<file path="config.mk">
export PLATFORM = sky130hd
export DESIGN_NAME = wpd_isqrt
export DESIGN_NICKNAME = d
export VERILOG_FILES = /design/src/hdl/wpd_pkg.sv /design/src/hdl/wpd_isqrt.sv
export SDC_FILE = /design/constraint.sdc
export NUM_CORES = 2
export LEC_CHECK = 0
export BUFFER_PORTS_ARGS = -buffer_cell sky130_fd_sc_hd__buf_2
export CAP_MARGIN = 20
export CORE_MARGIN = 2
export CORE_UTILIZATION = 56
export DETAILED_ROUTE_END_ITERATION = 8
export PLACE_DENSITY = 0.78
export SYNTH_ARGS = -nofsm -noshare
export SYNTH_HDL_FRONTEND = slang
export SYNTH_SLANG_ARGS = --single-unit
</file>
<file path="constraint.sdc">
create_clock -name clk_i -period 3.54 [get_ports clk_i]
set_input_delay 0.708 -clock clk_i [delete_from_list [all_inputs] [get_ports clk_i]]
set_output_delay 0.708 -clock clk_i [all_outputs]
set_load 0.02 [all_outputs]
</file>
<file path="src/hdl/wpd_pkg.sv">
package wpd_pkg;

  localparam int unsigned CfgIdxW   = 3;
  localparam int unsigned SqrtSteps = 32;
  localparam int unsigned LaneDepth = 4;
  localparam int unsigned Latency   = 2 + LaneDepth + SqrtSteps;

  localparam logic [18:0] TwoPiQ16 = 19'd411775;

  typedef enum logic [CfgIdxW-1:0] {
    REG_WEIGHT_X       = 3'd0,
    REG_WEIGHT_Y       = 3'd1,
    REG_WEIGHT_HEADING = 3'd2,
    REG_INV_X          = 3'd3,
    REG_INV_Y          = 3'd4,
    REG_INV_HEADING    = 3'd5
  } cfg_idx_e;

  typedef struct packed {
    logic [31:0] weight_x;
    logic [31:0] weight_y;
    logic [31:0] weight_heading;
    logic [31:0] inv_interval_x;
    logic [31:0] inv_interval_y;
    logic [31:0] inv_interval_heading;
  } cfg_t;

  localparam cfg_t CfgReset = '{
    weight_x:             32'd65536,
    weight_y:             32'd65536,
    weight_heading:       32'd65536,
    inv_interval_x:       32'd65536,
    inv_interval_y:       32'd65536,
    inv_interval_heading: 32'd10430
  };

  typedef struct packed {
    logic signed [31:0] first_pos_x;
    logic signed [31:0] first_pos_y;
    logic        [18:0] first_heading;
    logic signed [31:0] second_pos_x;
    logic signed [31:0] second_pos_y;
    logic        [18:0] second_heading;
  } req_t;

  typedef struct packed {
    logic [31:0] distance;
    logic        saturated;
  } res_t;

endpackage

</file>
<file path="src/hdl/wpd_isqrt.sv">
module wpd_isqrt
  import wpd_pkg::*;
(
  input  logic        clk_i,
  input  logic        rst_ni,
  input  logic        valid_i,
  input  logic [63:0] sum_i,
  input  logic        sat_i,
  output logic        valid_o,
  output logic [31:0] root_o,
  output logic        sat_o
);

  typedef struct packed {
    logic [63:0] rem;
    logic [63:0] root;
  } sqrt_st_t;

  function automatic sqrt_st_t sqrt_step(input sqrt_st_t s, input logic [63:0] b);
    sqrt_st_t    o;
    logic [63:0] trial;
    trial = s.root + b;
    if (s.rem >= trial) begin
      o.rem  = s.rem - trial;
      o.root = (s.root >> 1) + b;
    end else begin
      o.rem  = s.rem;
      o.root = s.root >> 1;
    end
    return o;
  endfunction

  sqrt_st_t             st_q [SqrtSteps];
  sqrt_st_t             st_d [SqrtSteps];
  logic [SqrtSteps-1:0] vld_q;
  logic [SqrtSteps-1:0] sat_q;

  always_comb begin
    st_d[0] = sqrt_step('{rem: sum_i, root: 64'd0}, 64'd1 << 62);
    for (int k = 1; k < SqrtSteps; k++) begin
      st_d[k] = sqrt_step(st_q[k-1], 64'd1 << (62 - 2 * k));
    end
  end

  always_ff @(posedge clk_i or negedge rst_ni) begin
    if (!rst_ni) begin
      vld_q <= '0;
    end else begin
      vld_q <= {vld_q[SqrtSteps-2:0], valid_i};
    end
  end

  always_ff @(posedge clk_i) begin
    sat_q <= {sat_q[SqrtSteps-2:0], sat_i};
    for (int k = 0; k < SqrtSteps; k++) begin
      st_q[k] <= st_d[k];
    end
  end

  assign valid_o = vld_q[SqrtSteps-1];
  assign root_o  = st_q[SqrtSteps-1].root[31:0];
  assign sat_o   = sat_q[SqrtSteps-1];

  assert property (@(posedge clk_i) disable iff (!rst_ni)
    valid_o |-> $past(valid_i, SqrtSteps))
    else $error("square root valid out of step with its input");

  assert property (@(posedge clk_i) disable iff (!rst_ni)
    (valid_o && sat_o) |-> (root_o == 32'hFFFF_FFFF))
    else $error("clamped sum did not give an all-ones root");

endmodule
</file>
==> flow_metrics.env <==
export IMPL_status="finished, final reports clean"
export IMPL_fin_crit_sh_pct=99.7
export IMPL_clock_skew_ns=0.0775
export IMPL_wirelength_um=268000
export IMPL_p_seq_share_pct=45.2
export IMPL_synth_simple_area_share_pct=15.1
export IMPL_synth_fa_ha_area_share_pct=7.21
export IMPL_combPwrFrac_pct=25.3
export IMPL_setup_ws_ns=0.0104
export IMPL_irDropWorstVdd_v=0.000582
export IMPL_num_vias=72650
export IMPL_busiest_layer="met2"
export IMPL_multiInputGateArea_um2=42100
export IMPL_root_buffer="clkbuf_16"
export IMPL_p_int_mw=61.4
export IMPL_timing_final_hold_violations=0
export IMPL_viasPerCell=5.70
export IMPL_final_common_cell="dfxtp_1"
export IMPL_reg2reg_slack_ns=0.01
export IMPL_tightest_slew_ns=1.11
export IMPL_crit_arrival_ns=4.27
export IMPL_drt_first_iter_violations=5965
export IMPL_critPathLaunchType="register"
export IMPL_met1_usage_pct=34.5
export IMPL_dr_pass1_iters=8
export IMPL_nFillCells=13075
export IMPL_die_w_um=420
export IMPL_synth_top_family_by_area="simple AND/OR/NAND/NOR gates"
export IMPL_grtUsageTotal_pct=29.7
export IMPL_slew_violations=0
export IMPL_netSwitchingPower_mw=31.0
export IMPL_muxShareOfSynthArea_pct=0.624
export IMPL_synth_compound_area_share_pct=11.9
export IMPL_dp_hpwl_um=202000
export IMPL_place_area_um2=102000
export IMPL_cap_violations=0
export IMPL_ys_warnings_count=0
export IMPL_tritoncts="done"
export IMPL_final_cell_mix="dfxtp_1, nand2_1, inv_1"
export IMPL_worstPathCellList="inv_1, ha_4, a21o_1, a221o_1, a21o_1, a311o_1, a31oi_1, buf_4, o211ai_1, or4_4, or3_1, xnor2_1"
export IMPL_synth_seq_cells=2576
export IMPL_yosysSeqAreaShare_pct=53.4
export IMPL_ant_nets=0
export IMPL_p_per_area_nw_per_um2=827
export IMPL_cts_made_buffers=240
export IMPL_start_util_pct=56.4
export IMPL_final_nets=10838
export IMPL_wl_per_cell_um=21.1
export IMPL_fin_crit_ns=3.53
export IMPL_clkTransAtPathRegs_ns=0.06
export IMPL_avgSynthCellArea_um2=10.0
export IMPL_grt_antenna_before_repair=17
export IMPL_worst_path_buf_inv=2
export IMPL_max_slew_margin_rel_pct=25.4
export IMPL_place_gp_congestion=0.985
export IMPL_port_buffer_count=101
export IMPL_clk_latency_ns=0.91
export IMPL_syn_instance_count=9690
export IMPL_cp_end_kind="register"
export IMPL_clock_sinks=2576
export IMPL_synthDistinctLibCells=104
export IMPL_cp_required_ns=4.28
export IMPL_synth_edf_count=0
export IMPL_overflow=0
export IMPL_async_reset_ff_share_pct=1.24
export IMPL_clock_power_share_pct=29.4
export IMPL_globalRouteMet2Util_pct=51.7
export IMPL_design_area_um2=112000
export IMPL_grt_pass1_wl_um=408000
export IMPL_gr_usage_met3_pct=4.66
export IMPL_rsz0062_at_grt="true"
export IMPL_die_y_um=420
export IMPL_setup_violations=0
export IMPL_dieArea_um2=176000
export IMPL_clockBufferDepth=3
export IMPL_areaGrowthSynthToFinish_pct=15.4
export IMPL_pre_cts_ws_ns=-0.295
export IMPL_min_path_type="in -> reg"
export IMPL_fmax_ghz=0.283
export IMPL_critPathSlowestCell="or4_4"
export IMPL_core_area_um2=172000
export IMPL_drive_above_1_share_pct=10.4
export IMPL_synth_area_um2=96900
export IMPL_p_sw_share_pct=33.6
export IMPL_grt_max_degree=55
export IMPL_fp_row_count=152
export IMPL_syn_nets=10316
export IMPL_critPathMaxStageDelay_ns=0.57
export IMPL_cp_common_cell="a21o_1"
export IMPL_seqCellArea_um2=51700
export IMPL_grt_pass1_vias=72205
export IMPL_critPathTopFamily="compound AO/OA/AOI/OAI gates"
export IMPL_cts_htree_levels=4
export IMPL_cp_max_fo=7
export IMPL_ios=102
export IMPL_synth_xor_area_share_pct=7.92
export IMPL_drcViolationCount=0
export IMPL_p_leak_nw=51.4
export IMPL_critPathKind="reg -> reg"
export IMPL_synthFlopType="dfxtp_1"
export IMPL_tns_ns=0
[power by group through the flow]
stage               Clock (mW)  Combinational, mW  Sequential [mW]
floorplan                    0               16.4             39.1
global placement             0               22.0             42.1
detailed placement           0               22.5             42.1
CTS                       27.4               22.9             41.6
global route              28.7               25.7             42.3
finish                    27.2               23.4             41.8
[cell type report]
| class | instances | share of cell area (%) |
|---|---|---|
| clock inverters | 138 | 1.68 |
| repair buffers | 502 | 3.37 |
| inverters | 710 | 2.39 |
| well taps | 2310 | 2.59 |
| multi-input cells | 6182 | 37.7 |
| flip-flops and latches | 2576 | 46.3 |
| diodes | 3 | 0.00672 |
| clock buffers | 316 | 5.99 |
[metal layers]
layer	part of all wire (%)	up-vias
met2	49	2584
met5	0.0048	-
met4	6.4	2
met3	5.8	814
li1	-	34699
met1	39	34551
[cell families after synthesis]
kind of cell    after synthesis
mux                          55
compound gates             1859
fa+ha+maj                   558
xor+xnor                    876
flops                      2576
simple gates               2834
buf+inv                     932
[Yosys cell counts, drive strengths merged, types with 73 or more instances]
| master | count | share of area [%] |
|---|---|---|
| xnor2 | 458 | 4.1 |
| a21o | 278 | 2.2 |
| nor2 | 557 | 2.2 |
| nor4 | 346 | 2.3 |
| nand3 | 154 | 0.80 |
| nand4 | 152 | 0.98 |
| a21oi | 578 | 3.0 |
| nand2b | 108 | 0.71 |
| ha | 558 | 7.2 |
| xor2 | 418 | 3.8 |
| dfxtp | 2544 | 53 |
| o21a | 84 | 0.65 |
| nor2b | 73 | 0.47 |
| or4 | 79 | 0.62 |
| inv | 709 | 2.7 |
| clkbuf | 156 | 0.60 |
| nand2 | 718 | 2.8 |
| nor3 | 228 | 1.2 |
| o21ai | 492 | 2.5 |
| or3 | 113 | 0.74 |
[path summary, 6_finish.rpt]
kind                                     from       endpoint  depth (start not counted)
worst max-delay path            st_q[1][1671]  st_q[1][1903]                         12
worst max register to register  st_q[1][1671]  st_q[1][1903]                         12
min in group asynchronous              rst_ni      vld_q[29]                          2
worst min register to register  st_q[1][1425]  st_q[1][1552]                          0
worst min-delay path                sum_i[62]   st_q[0][126]                          3
max in group asynchronous              rst_ni      vld_q[21]                          2
[tightest hold or removal path, stage by stage]
cell and delay [ns]:
buf_2 0.11, inv_1 0.09, xnor2_1 0.16
[metrics by stage]
step	std cells	util, %	total power, mW	hold slack [ns]
detailed placement	12198	59.3	64.7	0.312
global route	12736	65.1	96.7	0.170
global placement	12198	59.3	64.1	0.310
finish	12737	65.1	92.5	0.204
CTS	12719	64.7	91.9	0.0883
floorplan	9690	-	55.5	0.310
[sequential cells by signal, summed over array words and instances, names as in the netlist]
name,cells
sat_q,32
st_q,2512
vld_q,32
[repair_timing]
action                     in CTS  in global routing
setup endpoints to repair      67                203
hold endpoints to repair       97                  0
cloned                          1                  0
pin swaps                       2                 32
gates resized for setup         9                105
hold buffers                   66                  0
buffers inserted                0                 14
(Power assumes the default switching activity.)
