`config.mk`:
```
export PLATFORM = sky130hd
export DESIGN_NAME = wpd_cfg_regs
export DESIGN_NICKNAME = d
export VERILOG_FILES = /design/src/hdl/wpd_pkg.sv /design/src/hdl/wpd_cfg_regs.sv
export SDC_FILE = /design/constraint.sdc
export NUM_CORES = 1
export LEC_CHECK = 0
export BUFFER_PORTS_ARGS = -buffer_cell sky130_fd_sc_hd__buf_2
export CORE_MARGIN = 2
export CORE_UTILIZATION = 30
export DETAILED_ROUTE_END_ITERATION = 12
export PLACE_DENSITY = 0.6
export SLEW_MARGIN = 20
export SYNTH_ARGS = -nofsm -noshare
export SYNTH_HDL_FRONTEND = slang
export SYNTH_SLANG_ARGS = --single-unit
export TNS_END_PERCENT = 20
```
`constraint.sdc`:
```
create_clock -name clk_i -period 2.7 [get_ports clk_i]
set_clock_uncertainty 0.2 [all_clocks]
set_input_delay 0.27 -clock clk_i [delete_from_list [all_inputs] [get_ports clk_i]]
set_output_delay 0.27 -clock clk_i [all_outputs]
set_load 0.02 [all_outputs]
```
`src/hdl/wpd_pkg.sv`:
```
package wpd_pkg;

  localparam int unsigned CfgIdxW   = 3;
  localparam int unsigned SqrtSteps = 32;
  localparam int unsigned LaneDepth = 4;
  localparam int unsigned Latency   = 2 + LaneDepth + SqrtSteps;

  localparam logic [18:0] TwoPiQ16 = 19'd411775;

  typedef enum logic [CfgIdxW-1:0] {
    REG_WEIGHT_X       = 3'd0,
    REG_WEIGHT_Y       = 3'd1,
    REG_WEIGHT_HEADING = 3'd2,
    REG_INV_X          = 3'd3,
    REG_INV_Y          = 3'd4,
    REG_INV_HEADING    = 3'd5
  } cfg_idx_e;

  typedef struct packed {
    logic [31:0] weight_x;
    logic [31:0] weight_y;
    logic [31:0] weight_heading;
    logic [31:0] inv_interval_x;
    logic [31:0] inv_interval_y;
    logic [31:0] inv_interval_heading;
  } cfg_t;

  localparam cfg_t CfgReset = '{
    weight_x:             32'd65536,
    weight_y:             32'd65536,
    weight_heading:       32'd65536,
    inv_interval_x:       32'd65536,
    inv_interval_y:       32'd65536,
    inv_interval_heading: 32'd10430
  };

  typedef struct packed {
    logic signed [31:0] first_pos_x;
    logic signed [31:0] first_pos_y;
    logic        [18:0] first_heading;
    logic signed [31:0] second_pos_x;
    logic signed [31:0] second_pos_y;
    logic        [18:0] second_heading;
  } req_t;

  typedef struct packed {
    logic [31:0] distance;
    logic        saturated;
  } res_t;

endpackage

```
`src/hdl/wpd_cfg_regs.sv`:
```
module wpd_cfg_regs
  import wpd_pkg::*;
(
  input  logic               clk_i,
  input  logic               rst_ni,
  input  logic               cfg_we_i,
  input  logic [CfgIdxW-1:0] cfg_idx_i,
  input  logic [31:0]        cfg_wdata_i,
  output cfg_t               cfg_o
);

  cfg_t cfg_q, cfg_d;

  always_comb begin
    cfg_d = cfg_q;
    if (cfg_we_i) begin
      case (cfg_idx_i)
        REG_WEIGHT_X:       cfg_d.weight_x             = cfg_wdata_i;
        REG_WEIGHT_Y:       cfg_d.weight_y             = cfg_wdata_i;
        REG_WEIGHT_HEADING: cfg_d.weight_heading       = cfg_wdata_i;
        REG_INV_X:          cfg_d.inv_interval_x       = cfg_wdata_i;
        REG_INV_Y:          cfg_d.inv_interval_y       = cfg_wdata_i;
        REG_INV_HEADING:    cfg_d.inv_interval_heading = cfg_wdata_i;
        default:            cfg_d                      = cfg_q;
      endcase
    end
  end

  always_ff @(posedge clk_i or negedge rst_ni) begin
    if (!rst_ni) begin
      cfg_q <= CfgReset;
    end else begin
      cfg_q <= cfg_d;
    end
  end

  assign cfg_o = cfg_q;

  // A write to an index beyond the register list changes nothing.
  assert property (@(posedge clk_i) disable iff (!rst_ni)
    (cfg_we_i && (cfg_idx_i > REG_INV_HEADING)) |=> (cfg_o == $past(cfg_o)))
    else $error("write to unknown register index changed the configuration");

endmodule

```
==> results of run 1 <==
## through the flow
| stage | hold WS, ns | worst slack (ns) |
|---|---|---|
| after floorplan | -0.226 | 1.08 |
| after global placement | 0.0747 | 0.882 |
| after detailed placement | 0.0748 | 0.870 |
| after CTS | 0.176 | 1.06 |
| after global routing | 0.192 | 1.05 |
| final | 0.171 | 1.09 |
## worst min-delay path by stage
stage,to,slack [ns]
finish,cfg_o[64]$_DFFE_PN0P_,0.17
detailed placement,cfg_o[64]$_DFFE_PN0P_,0.07
global route,cfg_o[64]$_DFFE_PN0P_,0.19
CTS,cfg_o[64]$_DFFE_PN0P_,0.18
floorplan,cfg_o[0]$_DFFE_PN0P_,-0.23
global placement,cfg_o[31]$_DFFE_PN0P_,0.07
## synthesized netlist by cell type
| master | count |
|---|---|
| nand4b_1 | 2 |
| buf_2 | 9 |
| dfstp_2 | 13 |
| dfrtp_1 | 179 |
| mux2_1 | 60 |
| nor4bb_1 | 3 |
| nor4b_4 | 1 |
| buf_8 | 6 |
| mux2_4 | 30 |
| buf_6 | 7 |
| mux2_2 | 102 |
## cells in the final DEF, fill, tap and decap left out, drive strengths merged
cell and n:
buf 243, dfstp 13, nor4b 1, mux2 192, nand4b 2, clkinv 4
dfrtp 179, inv 11, nor4bb 3, dlygate4sd3 33, clkbuf 18
## where the power goes
| part | switching, mW | internal, mW | total [mW] |
|---|---|---|---|
| Clock | 1.32 | 1.29 | 2.60 |
| Sequential | 0.293 | 3.54 | 3.83 |
| Combinational | 1.42 | 0.983 | 2.40 |
## layout make-up
| cell class | count | area [um^2] |
|---|---|---|
| fill | 2277 | 14400 |
| sequential | 192 | 4820 |
| multi-input combinational | 198 | 2390 |
| timing repair buffer | 277 | 1640 |
| clock buffer | 17 | 425 |
| tap | 324 | 405 |
| clock inverter | 15 | 194 |
## cells by family after synthesis
family | Yosys count | synth area share [%]
muxes | 192 | 30.8
buffers and inverters | 22 | 2.90
and+or+nand+nor | 6 | 0.966
DFF | 192 | 65.3
## layer usage
metal / track usage (%) / vias to the layer above
li1: - / 2029
met1: 19.2 / 2249
met2: 20.2 / 159
met3: 5.55 / 16
met4: 3.57 / 0
met5: 0 / -
## repair_timing
item,4_1_cts,5_1_grt
endpoints found under the hold margin,269,0
buffers inserted,0,0
hold buffers,33,0
endpoints found under the setup margin,0,0
==> results.md, run 1 <==
- Util after Layout: 40.7%
- Diodes inserted: 0
- VDD IR max: 0.362 mV
- Final #Nets: 724
- Root Driver: clkbuf_16
- Synth area leader: dfrtp_1
- Synth Cell Area: 7380 um^2
- Synthesis Warnings: 0
- WL met2: 7570 um
- WL met3: 1470 um
- Die area: 25900 um^2
- Vias/cell: 4.35
- P&R area growth vs syn: 33.8%
- GRT Util Overall: 13.9%
- Max Clk Rate: 623 MHz
- Number of flip-flops in the largest register: 192
- Clock sinks: 192
- Final count of hold timing violations: 0
- Worst Hold Class: in2async
- Row cnt: 57
- Arrival @ worst endpoint: 1.14 ns
- Clk buf depth: 2
- Crit path required time: 2.23 ns
- Run status: finished clean
- Worst setup SP type: flip-flop
- Netlist cell types: 11
- Initial antenna violation count: 0
- Post-route ant nets: 0
- Clock Pin Slew Worst Setup and Hold Paths: 0.08 ns
- Max Slew Vio Count: 0
- Worst-case reg-to-reg path depth: 1
- Worst-skew pair later-pin latency: 0.42 ns
- CP Capture Point: cfg_o[176]
- CTS resizes: 0
- Kind of end point of the critical path: primary output
- Synth area leaders: dfrtp_1 (61%), mux2_2 (16%), mux2_1 (9.2%), mux2_4 (6.1%), dfstp_2 (4.6%)
- Cells after Synth: 412
- Grt total ovfl: 0
- Non-filler cells, final: 1023
- RSZ-0062 raised after global routing: false
- Crit-path max FO: 2
- Critical path type: reg2out
- HPWL after detailed placement: 12000 um
- Crit path from: cfg_o[176]$_DFFE_PN1P_
- CTS tree: done
- Slowest CP cell: dfstp_2
- M1 wire length: 8190 um
- FF-to-FF setup slack: 1.70 ns
- Power Density: 895 nW/um^2
- Die Wd: 161 um
- Top delay family on crit path: flip-flops
- Port Buffers: 229
- DR pass1 iterations: 4
- Crit path depth: 1
- Crit path cell chain: buf_2
- Die Span Y: 161 um
- Synthesized area per cell: 17.9 um^2
- First-pass GRT wire length: 27900 um
- Largest net degree at the start of global routing: 57
- Minimum clock period: 1.61 ns
- Rel. slew slack: 68.0%
- Seq/Total Area, Yosys: 65.3%
- I/O pins: 230
- Initial Utilization: 30.4%
- Actual slew at the worst max-slew pin: 0.479 ns
- Vias in the first global route: 4679
- Worst flop-to-flop path startpoint: cfg_o[189]$_DFFE_PN0P_
- Iteration-0 DRC Markers: 220
- DRT Wirelength: 17400 um
- CP bufs+invs: 1
- Core Area: 24200 um^2
- Setup_tns: 0 ns
- Share of Yosys cell area claimed by the top area cell type: 60.7%
- Final setup viols: 0
- Via count: 4453
- #FFs+latches synth: 192
- Post-Place Cells: 958
- P_leak: 4.70 nW
- Power Total: 8.83 mW
- Post-Syn Nets: 450
- Max Cap Viol: 0
- Post-route DRC: 0
- Dpl cell area: 8920 um^2
- Critical path's largest stage delay: 0.54 ns
- Final Wtd Congestion: 0.734
- Num CTS Buffers: 17
- Tcrit/Tclk final: 59.5%
- Top Metal Used: met4
- Finished Cell Area: 9870 um^2
- Share of layout cells above drive strength 1: 60.8%
- FF-to-FF End: cfg_o[189]$_DFFE_PN0P_
- CTS H-Tree Depth: 4
- Routed wire per std cell: 17.0 um
Power figures use the tool's default switching activity.
==> inputs of run 2 (changes only) <==
--- a/config.mk
+++ b/config.mk
@@ -9,7 +9,7 @@
 export CORE_MARGIN = 2
 export CORE_UTILIZATION = 30
 export DETAILED_ROUTE_END_ITERATION = 12
-export PLACE_DENSITY = 0.6
+export PLACE_DENSITY = 0.61
 export SLEW_MARGIN = 20
 export SYNTH_ARGS = -nofsm -noshare
 export SYNTH_HDL_FRONTEND = slang
==> constraint.sdc (replaced) <==
create_clock -name clk_i -period 1.4 [get_ports clk_i]
set_clock_uncertainty 0.2 [all_clocks]
set_input_delay 0.14 -clock clk_i [delete_from_list [all_inputs] [get_ports clk_i]]
set_output_delay 0.14 -clock clk_i [all_outputs]
set_load 0.02 [all_outputs]
==> run 2 against run 1 <==
Against the previous run:
- the run now ends with setup timing left
- clock power increased by 82%
- count of clock-buffer cells in the layout grew 1
- setup slack got worse by 1.1 ns
- worst hold slack got worse by 0.15 ns
- via count increased by 1.6%
- final cell count up 0.59%
- first-iteration DRC count fell by 0.45%
- critical path depth unchanged
- largest cell class unchanged
==> results.md, run 2 (synthesis results as in run 1) <==
- Crit-path max FO: 2
- Post-route DRC: 0
- Tcrit/Tclk final: 102%
- Largest net degree at the start of global routing: 43
- Critical path's largest stage delay: 0.55 ns
- Max Slew Vio Count: 0
- Worst Hold Class: in2async
- Clock network power share: 27.9%
- Worst-skew pair later-pin latency: 0.41 ns
- Logic gate share of total power: 28.3%
- Rel. slew slack: 75.4%
- Worst setup margin: -0.0310 ns
- CTS tree: done
- GRT Util Overall: 14.2%
- Grt total ovfl: 0
- Vias/cell: 4.40
- Worst flop-to-flop path startpoint: cfg_o[122]$_DFFE_PN0P_
- Die Wd: 161 um
- DRT Wirelength: 17900 um
- NetSw: 5.59 mW
- CP bufs+invs: 1
- Worst setup SP type: flip-flop
- Max Cap Viol: 0
- Core Area: 24200 um^2
- Reg power frac: 43.9%
- Crit path cell chain: buf_6
- Failing checks: setup timing
- HPWL after detailed placement: 12300 um
- VDD IR max: 0.632 mV
- Final Wtd Congestion: 0.735
- Non-filler cells, final: 1029
- Power Density: 1680 nW/um^2
- Routed wire per std cell: 17.4 um
- Num CTS Buffers: 17
- Vias in the first global route: 4751
- Initial Utilization: 30.4%
- Final setup viols: 13
- Post-route ant nets: 0
- Critical path type: reg2out
- Actual slew at the worst max-slew pin: 0.368 ns
- Slowest CP cell: dfstp_2
- Run status: finished with violations
- Clk buf depth: 2
- Die Span Y: 161 um
- Top delay family on crit path: flip-flops
- FF-to-FF End: cfg_o[122]$_DFFE_PN0P_
- Sw frac: 33.0%
- Final count of hold timing violations: 0
- P&R area growth vs syn: 36.2%
- Clock sinks: 192
- Arrival @ worst endpoint: 1.09 ns
- First-pass GRT wire length: 28200 um
- Row cnt: 57
- Commonest non-fill, non-tap cell in the layout: buf_2
- Worst-case reg-to-reg path depth: 1
- Final #Nets: 730
- Iteration-0 DRC Markers: 219
- DR pass1 iterations: 4
- P_leak: 4.76 nW
- Post-Place Cells: 964
- Root Driver: clkbuf_16
- Number of flip-flops in the largest register: 192
- Diodes inserted: 0
- Kind of end point of the critical path: primary output
- Clock Pin Slew Worst Setup and Hold Paths: 0.07 ns
- I/O pins: 230
- CTS H-Tree Depth: 4
- P_int: 11.3 mW
- Share of layout cells above drive strength 1: 61.0%
- Via count: 4526
- Die area: 25900 um^2
- Most frequent cells in the layout: buf_2 (215), dfrtp_1 (179), mux2_2 (102)
- Crit path required time: 1.06 ns
- Port Buffers: 229
- FF-to-FF setup slack: 0.40 ns
- Max Clk Rate: 699 MHz
- Minimum clock period: 1.43 ns
- RSZ-0062 raised after global routing: true
- Util after Layout: 41.4%
- Initial antenna violation count: 0
-- run 2: worst max path at each step --
stage	from	cells after the start	slack, ns	endpoint
4_1_cts	cfg_o[176]$_DFFE_PN1P_	1	-0.06	cfg_o[176]
3_3_place_gp	cfg_idx_i[1]	4	-0.28	cfg_o[43]$_DFFE_PN0P_
2_1_floorplan	cfg_idx_i[0]	4	-0.09	cfg_o[160]$_DFFE_PN0P_
6_report	cfg_o[176]$_DFFE_PN1P_	1	-0.03	cfg_o[176]
3_5_place_dp	cfg_idx_i[1]	4	-0.33	cfg_o[57]$_DFFE_PN0P_
5_1_grt	cfg_o[3]$_DFFE_PN1P_	1	-0.09	cfg_o[3]
-- run 2: area by class of cell --
type                    instances  area, um^2
clock buffers                  18         429
clock inverters                14         129
fillers                      2291       14200
multi-input cells             198        2390
flip-flops and latches        192        4820
well taps                     324         405
repair buffers                283        1870
-- run 2: through the flow --
step                      power, mW  setup slack (ns)  hold WS, ns  instance area, um^2  TNS (ns)
after global routing           17.8           -0.0858       0.0259                10000    -0.817
after CTS                      17.2           -0.0603     -0.00225                10000    -0.572
after global placement         12.1            -0.282       -0.101                 9080    -36.55
final                          16.9           -0.0310       0.0215                10000    -0.212
after detailed placement       12.2            -0.327      -0.0966                 9080    -36.98
after floorplan                10.2           -0.0887       -0.356                 7380     -6.47
-- run 2: layer usage --
metal | vias to the layer above | track usage [%] | routed length (um)
li1 | 2037 | - | -
met1 | 2339 | 18.8 | 8090
met2 | 130 | 22.8 | 8650
met3 | 20 | 3.49 | 868
met4 | 0 | 4.83 | 301
met5 | - | 0 | 0
-- run 2: repair_timing --
| action | in CTS | in global routing |
|---|---|---|
| gates resized for setup | 26 | 0 |
| endpoints found under the hold margin | 383 | 0 |
| hold buffers | 33 | 0 |
| setup buffers | 0 | 0 |
| setup endpoints to repair | 13 | 13 |
-- run 2: power by group through the flow --
stage                     logic (mW)  registers [mW]  clock network [mW]
after floorplan                 1.19            9.05                   0
after global placement          4.63            7.48                   0
after detailed placement        4.68            7.51                   0
after CTS                       4.85            7.44                4.90
after global routing            5.07            7.60                5.12
final                           4.78            7.43                4.72
==> inputs of run 3 (changes only) <==
--- a/config.mk
+++ b/config.mk
@@ -5,11 +5,10 @@
 export SDC_FILE = /design/constraint.sdc
 export NUM_CORES = 1
 export LEC_CHECK = 0
-export BUFFER_PORTS_ARGS = -buffer_cell sky130_fd_sc_hd__buf_2
 export CORE_MARGIN = 2
 export CORE_UTILIZATION = 30
 export DETAILED_ROUTE_END_ITERATION = 12
-export PLACE_DENSITY = 0.61
+export DONT_BUFFER_PORTS = 1
 export SLEW_MARGIN = 20
 export SYNTH_ARGS = -nofsm -noshare
 export SYNTH_HDL_FRONTEND = slang
==> run 3 against run 2 <==
Against the previous run:
- the run ends with hold timing left
- via count decreased by 20%
- flip-flop and latch count unchanged
- final cell count decreased by 23%
- worst hold slack got worse by 0.81 ns
- first-iteration DRC count increased by 9.1%
- count of clock-buffer cells in the layout decreased by 1
- wire length decreased by 9.1%
- critical path depth decreased by 1
- die area unchanged
- sequential share of layout area increased by 7.5 points
- global-route usage decreased by 1.4 points
- non-clock buffer count decreased by 241
- critical endpoint unchanged
- highest routed layer unchanged
==> results.md, run 3 (synthesis results as in run 1) <==
- Met1 usage: 15.8%
- Dpl cell area: 7740 um^2
- Routed wire per std cell: 20.7 um
- Row cnt: 57
- NetSw: 5.46 mW
- Logic gate share of total power: 9.2%
- Max Clk Rate: 726 MHz
- Post-route DRC: 0
- Grt total ovfl: 0
- DR pass1 iterations: 4
- Clock Pin Slew Worst Setup and Hold Paths: 0.08 ns
- Die area: 25900 um^2
- Actual slew at the worst max-slew pin: 0.375 ns
- FF-to-FF setup slack: 0.28 ns
- Minimum clock period: 1.38 ns
- Root Driver: clkbuf_16
- Failing checks: hold timing
- CTS tree: done
- Share of layout cells above drive strength 1: 41.2%
- RSZ-0062 raised after global routing: true
- Finished Cell Area: 8680 um^2
- Worst-skew pair later-pin latency: 0.42 ns
- Initial Utilization: 30.4%
- Max Slew Vio Count: 0
- Post-Place Worst Slack: -0.0927 ns
- HPWL after detailed placement: 10700 um
- Kind of end point of the critical path: primary output
- Worst setup margin: 0.0223 ns
- Port Buffers: 0
- Clock sinks: 192
- Initial antenna violation count: 0
- Largest net degree at the start of global routing: 193
- FF-to-FF End: cfg_o[101]$_DFFE_PN0P_
- Vias/cell: 4.58
- VDD IR max: 0.634 mV
- Power Density: 1820 nW/um^2
- Clock network power share: 31.6%
- Die Wd: 161 um
- Worst setup SP type: flip-flop
- CTS H-Tree Depth: 4
- Power Total: 15.8 mW
- Worst Hold Class: in2async
- Met2 Resource Use GR: 20.5%
- Rel. slew slack: 74.9%
- I/O pins: 230
- Most frequent cells in the layout: dfrtp_1 (179), mux2_2 (102), mux2_1 (60)
- Setup bufs post-CTS: 0
- Number of flip-flops in the largest register: 192
- Iteration-0 DRC Markers: 239
- GRT Util Overall: 12.8%
- P&R area growth vs syn: 17.7%
- Max Cap Viol: 0
- P_leak: 3.73 nW
- Util after Layout: 35.8%
- Top Usage Layer GRT: met2
- Sw frac: 34.6%
- Critical path type: reg2out
- Worst flop-to-flop path startpoint: cfg_o[101]$_DFFE_PN0P_
- Post-route ant nets: 0
- First-pass GRT wire length: 25500 um
- Core Area: 24200 um^2
- Via count: 3611
- DRT Wirelength: 16300 um
- Final Wtd Congestion: 0.714
- Tcrit/Tclk final: 98.4%
- CTS resizes: 0
- Final count of hold timing violations: 250
- Final #Nets: 489
- Vias in the first global route: 4069
- CTS hold repair buffers: 32
- Arrival @ worst endpoint: 1.04 ns
- Clk buf depth: 2
- Crit-path max FO: 2
- M3 GR Usage: 5.55%
- Crit path required time: 1.06 ns
- Post-Place Cells: 724
- Num CTS Buffers: 17
- Diodes inserted: 0
- Worst-case reg-to-reg path depth: 1
- P_int: 10.3 mW
- Run status: finished with violations
- Final setup viols: 0
- Reg power frac: 59.1%
- Commonest non-fill, non-tap cell in the layout: dfrtp_1
- Worst hold slack: -0.792 ns
- Non-filler cells, final: 788
- Die Span Y: 161 um
==> run 3: cell count changes in the layout (fill, tap and decap cells not counted), moves of 2 or more <==
cell	change
buf_4	-3
inv_12	+3
buf_6	-13
buf_2	-215
clkinv_8	+5
buf_12	-8
clkinv_2	-4
clkinvlp_4	-2
==> run 3: final cells by class <==
| class | instances | area [um^2] |
|---|---|---|
| Fill cell | 2267 | 15600 |
| Sequential cell | 192 | 4820 |
| Multi-Input combinational cell | 198 | 2390 |
| Timing Repair Buffer | 42 | 445 |
| Clock buffer | 17 | 425 |
| Tap cell | 324 | 405 |
| Clock inverter | 15 | 196 |
==> run 3: metal layers <==
layer	vias to the layer above	share of wire (%)
met5	-	0
met4	0	1.2
met3	17	9.2
met2	143	47
met1	1908	42
li1	1543	-
==> run 3: worst max path at each step <==
| stage | slack, ns | cells past startpoint | to | startpoint |
|---|---|---|---|---|
| after floorplan | -0.09 | 4 | cfg_o[160]$_DFFE_PN0P_ | cfg_idx_i[0] |
| after CTS | -0.008 | 0 | cfg_o[176] | cfg_o[176]$_DFFE_PN1P_ |
| after detailed placement | -0.09 | 3 | cfg_o[44]$_DFFE_PN0P_ | cfg_idx_i[1] |
| after global placement | -0.07 | 3 | cfg_o[50]$_DFFE_PN0P_ | cfg_idx_i[1] |
| final | 0.02 | 0 | cfg_o[176] | cfg_o[176]$_DFFE_PN1P_ |
| after global routing | -0.02 | 0 | cfg_o[176] | cfg_o[176]$_DFFE_PN1P_ |
==> run 3: power by group through the flow <==
| stage | logic [mW] | registers, mW | clock network, mW |
|---|---|---|---|
| global route | 1.61 | 9.48 | 5.40 |
| floorplan | 1.19 | 9.05 | 0 |
| CTS | 1.49 | 9.36 | 5.15 |
| detailed placement | 1.35 | 9.46 | 0 |
| finish | 1.46 | 9.33 | 4.99 |
| global placement | 1.25 | 9.44 | 0 |
==> run 3: timing repair <==
action                                 4_1_cts  5_1_grt
setup endpoints to repair                    4       12
endpoints found under the hold margin      384      253
gates cloned                                 0        0
==> run 3: through the flow <==
step           hold slack [ns]  setup TNS, ns
2_1_floorplan           -0.356          -6.47
3_3_place_gp            -0.351          -5.06
3_5_place_dp            -0.351          -7.85
4_1_cts                 -0.825        -0.0120
5_1_grt                 -0.843         -0.134
6_report                -0.792              0
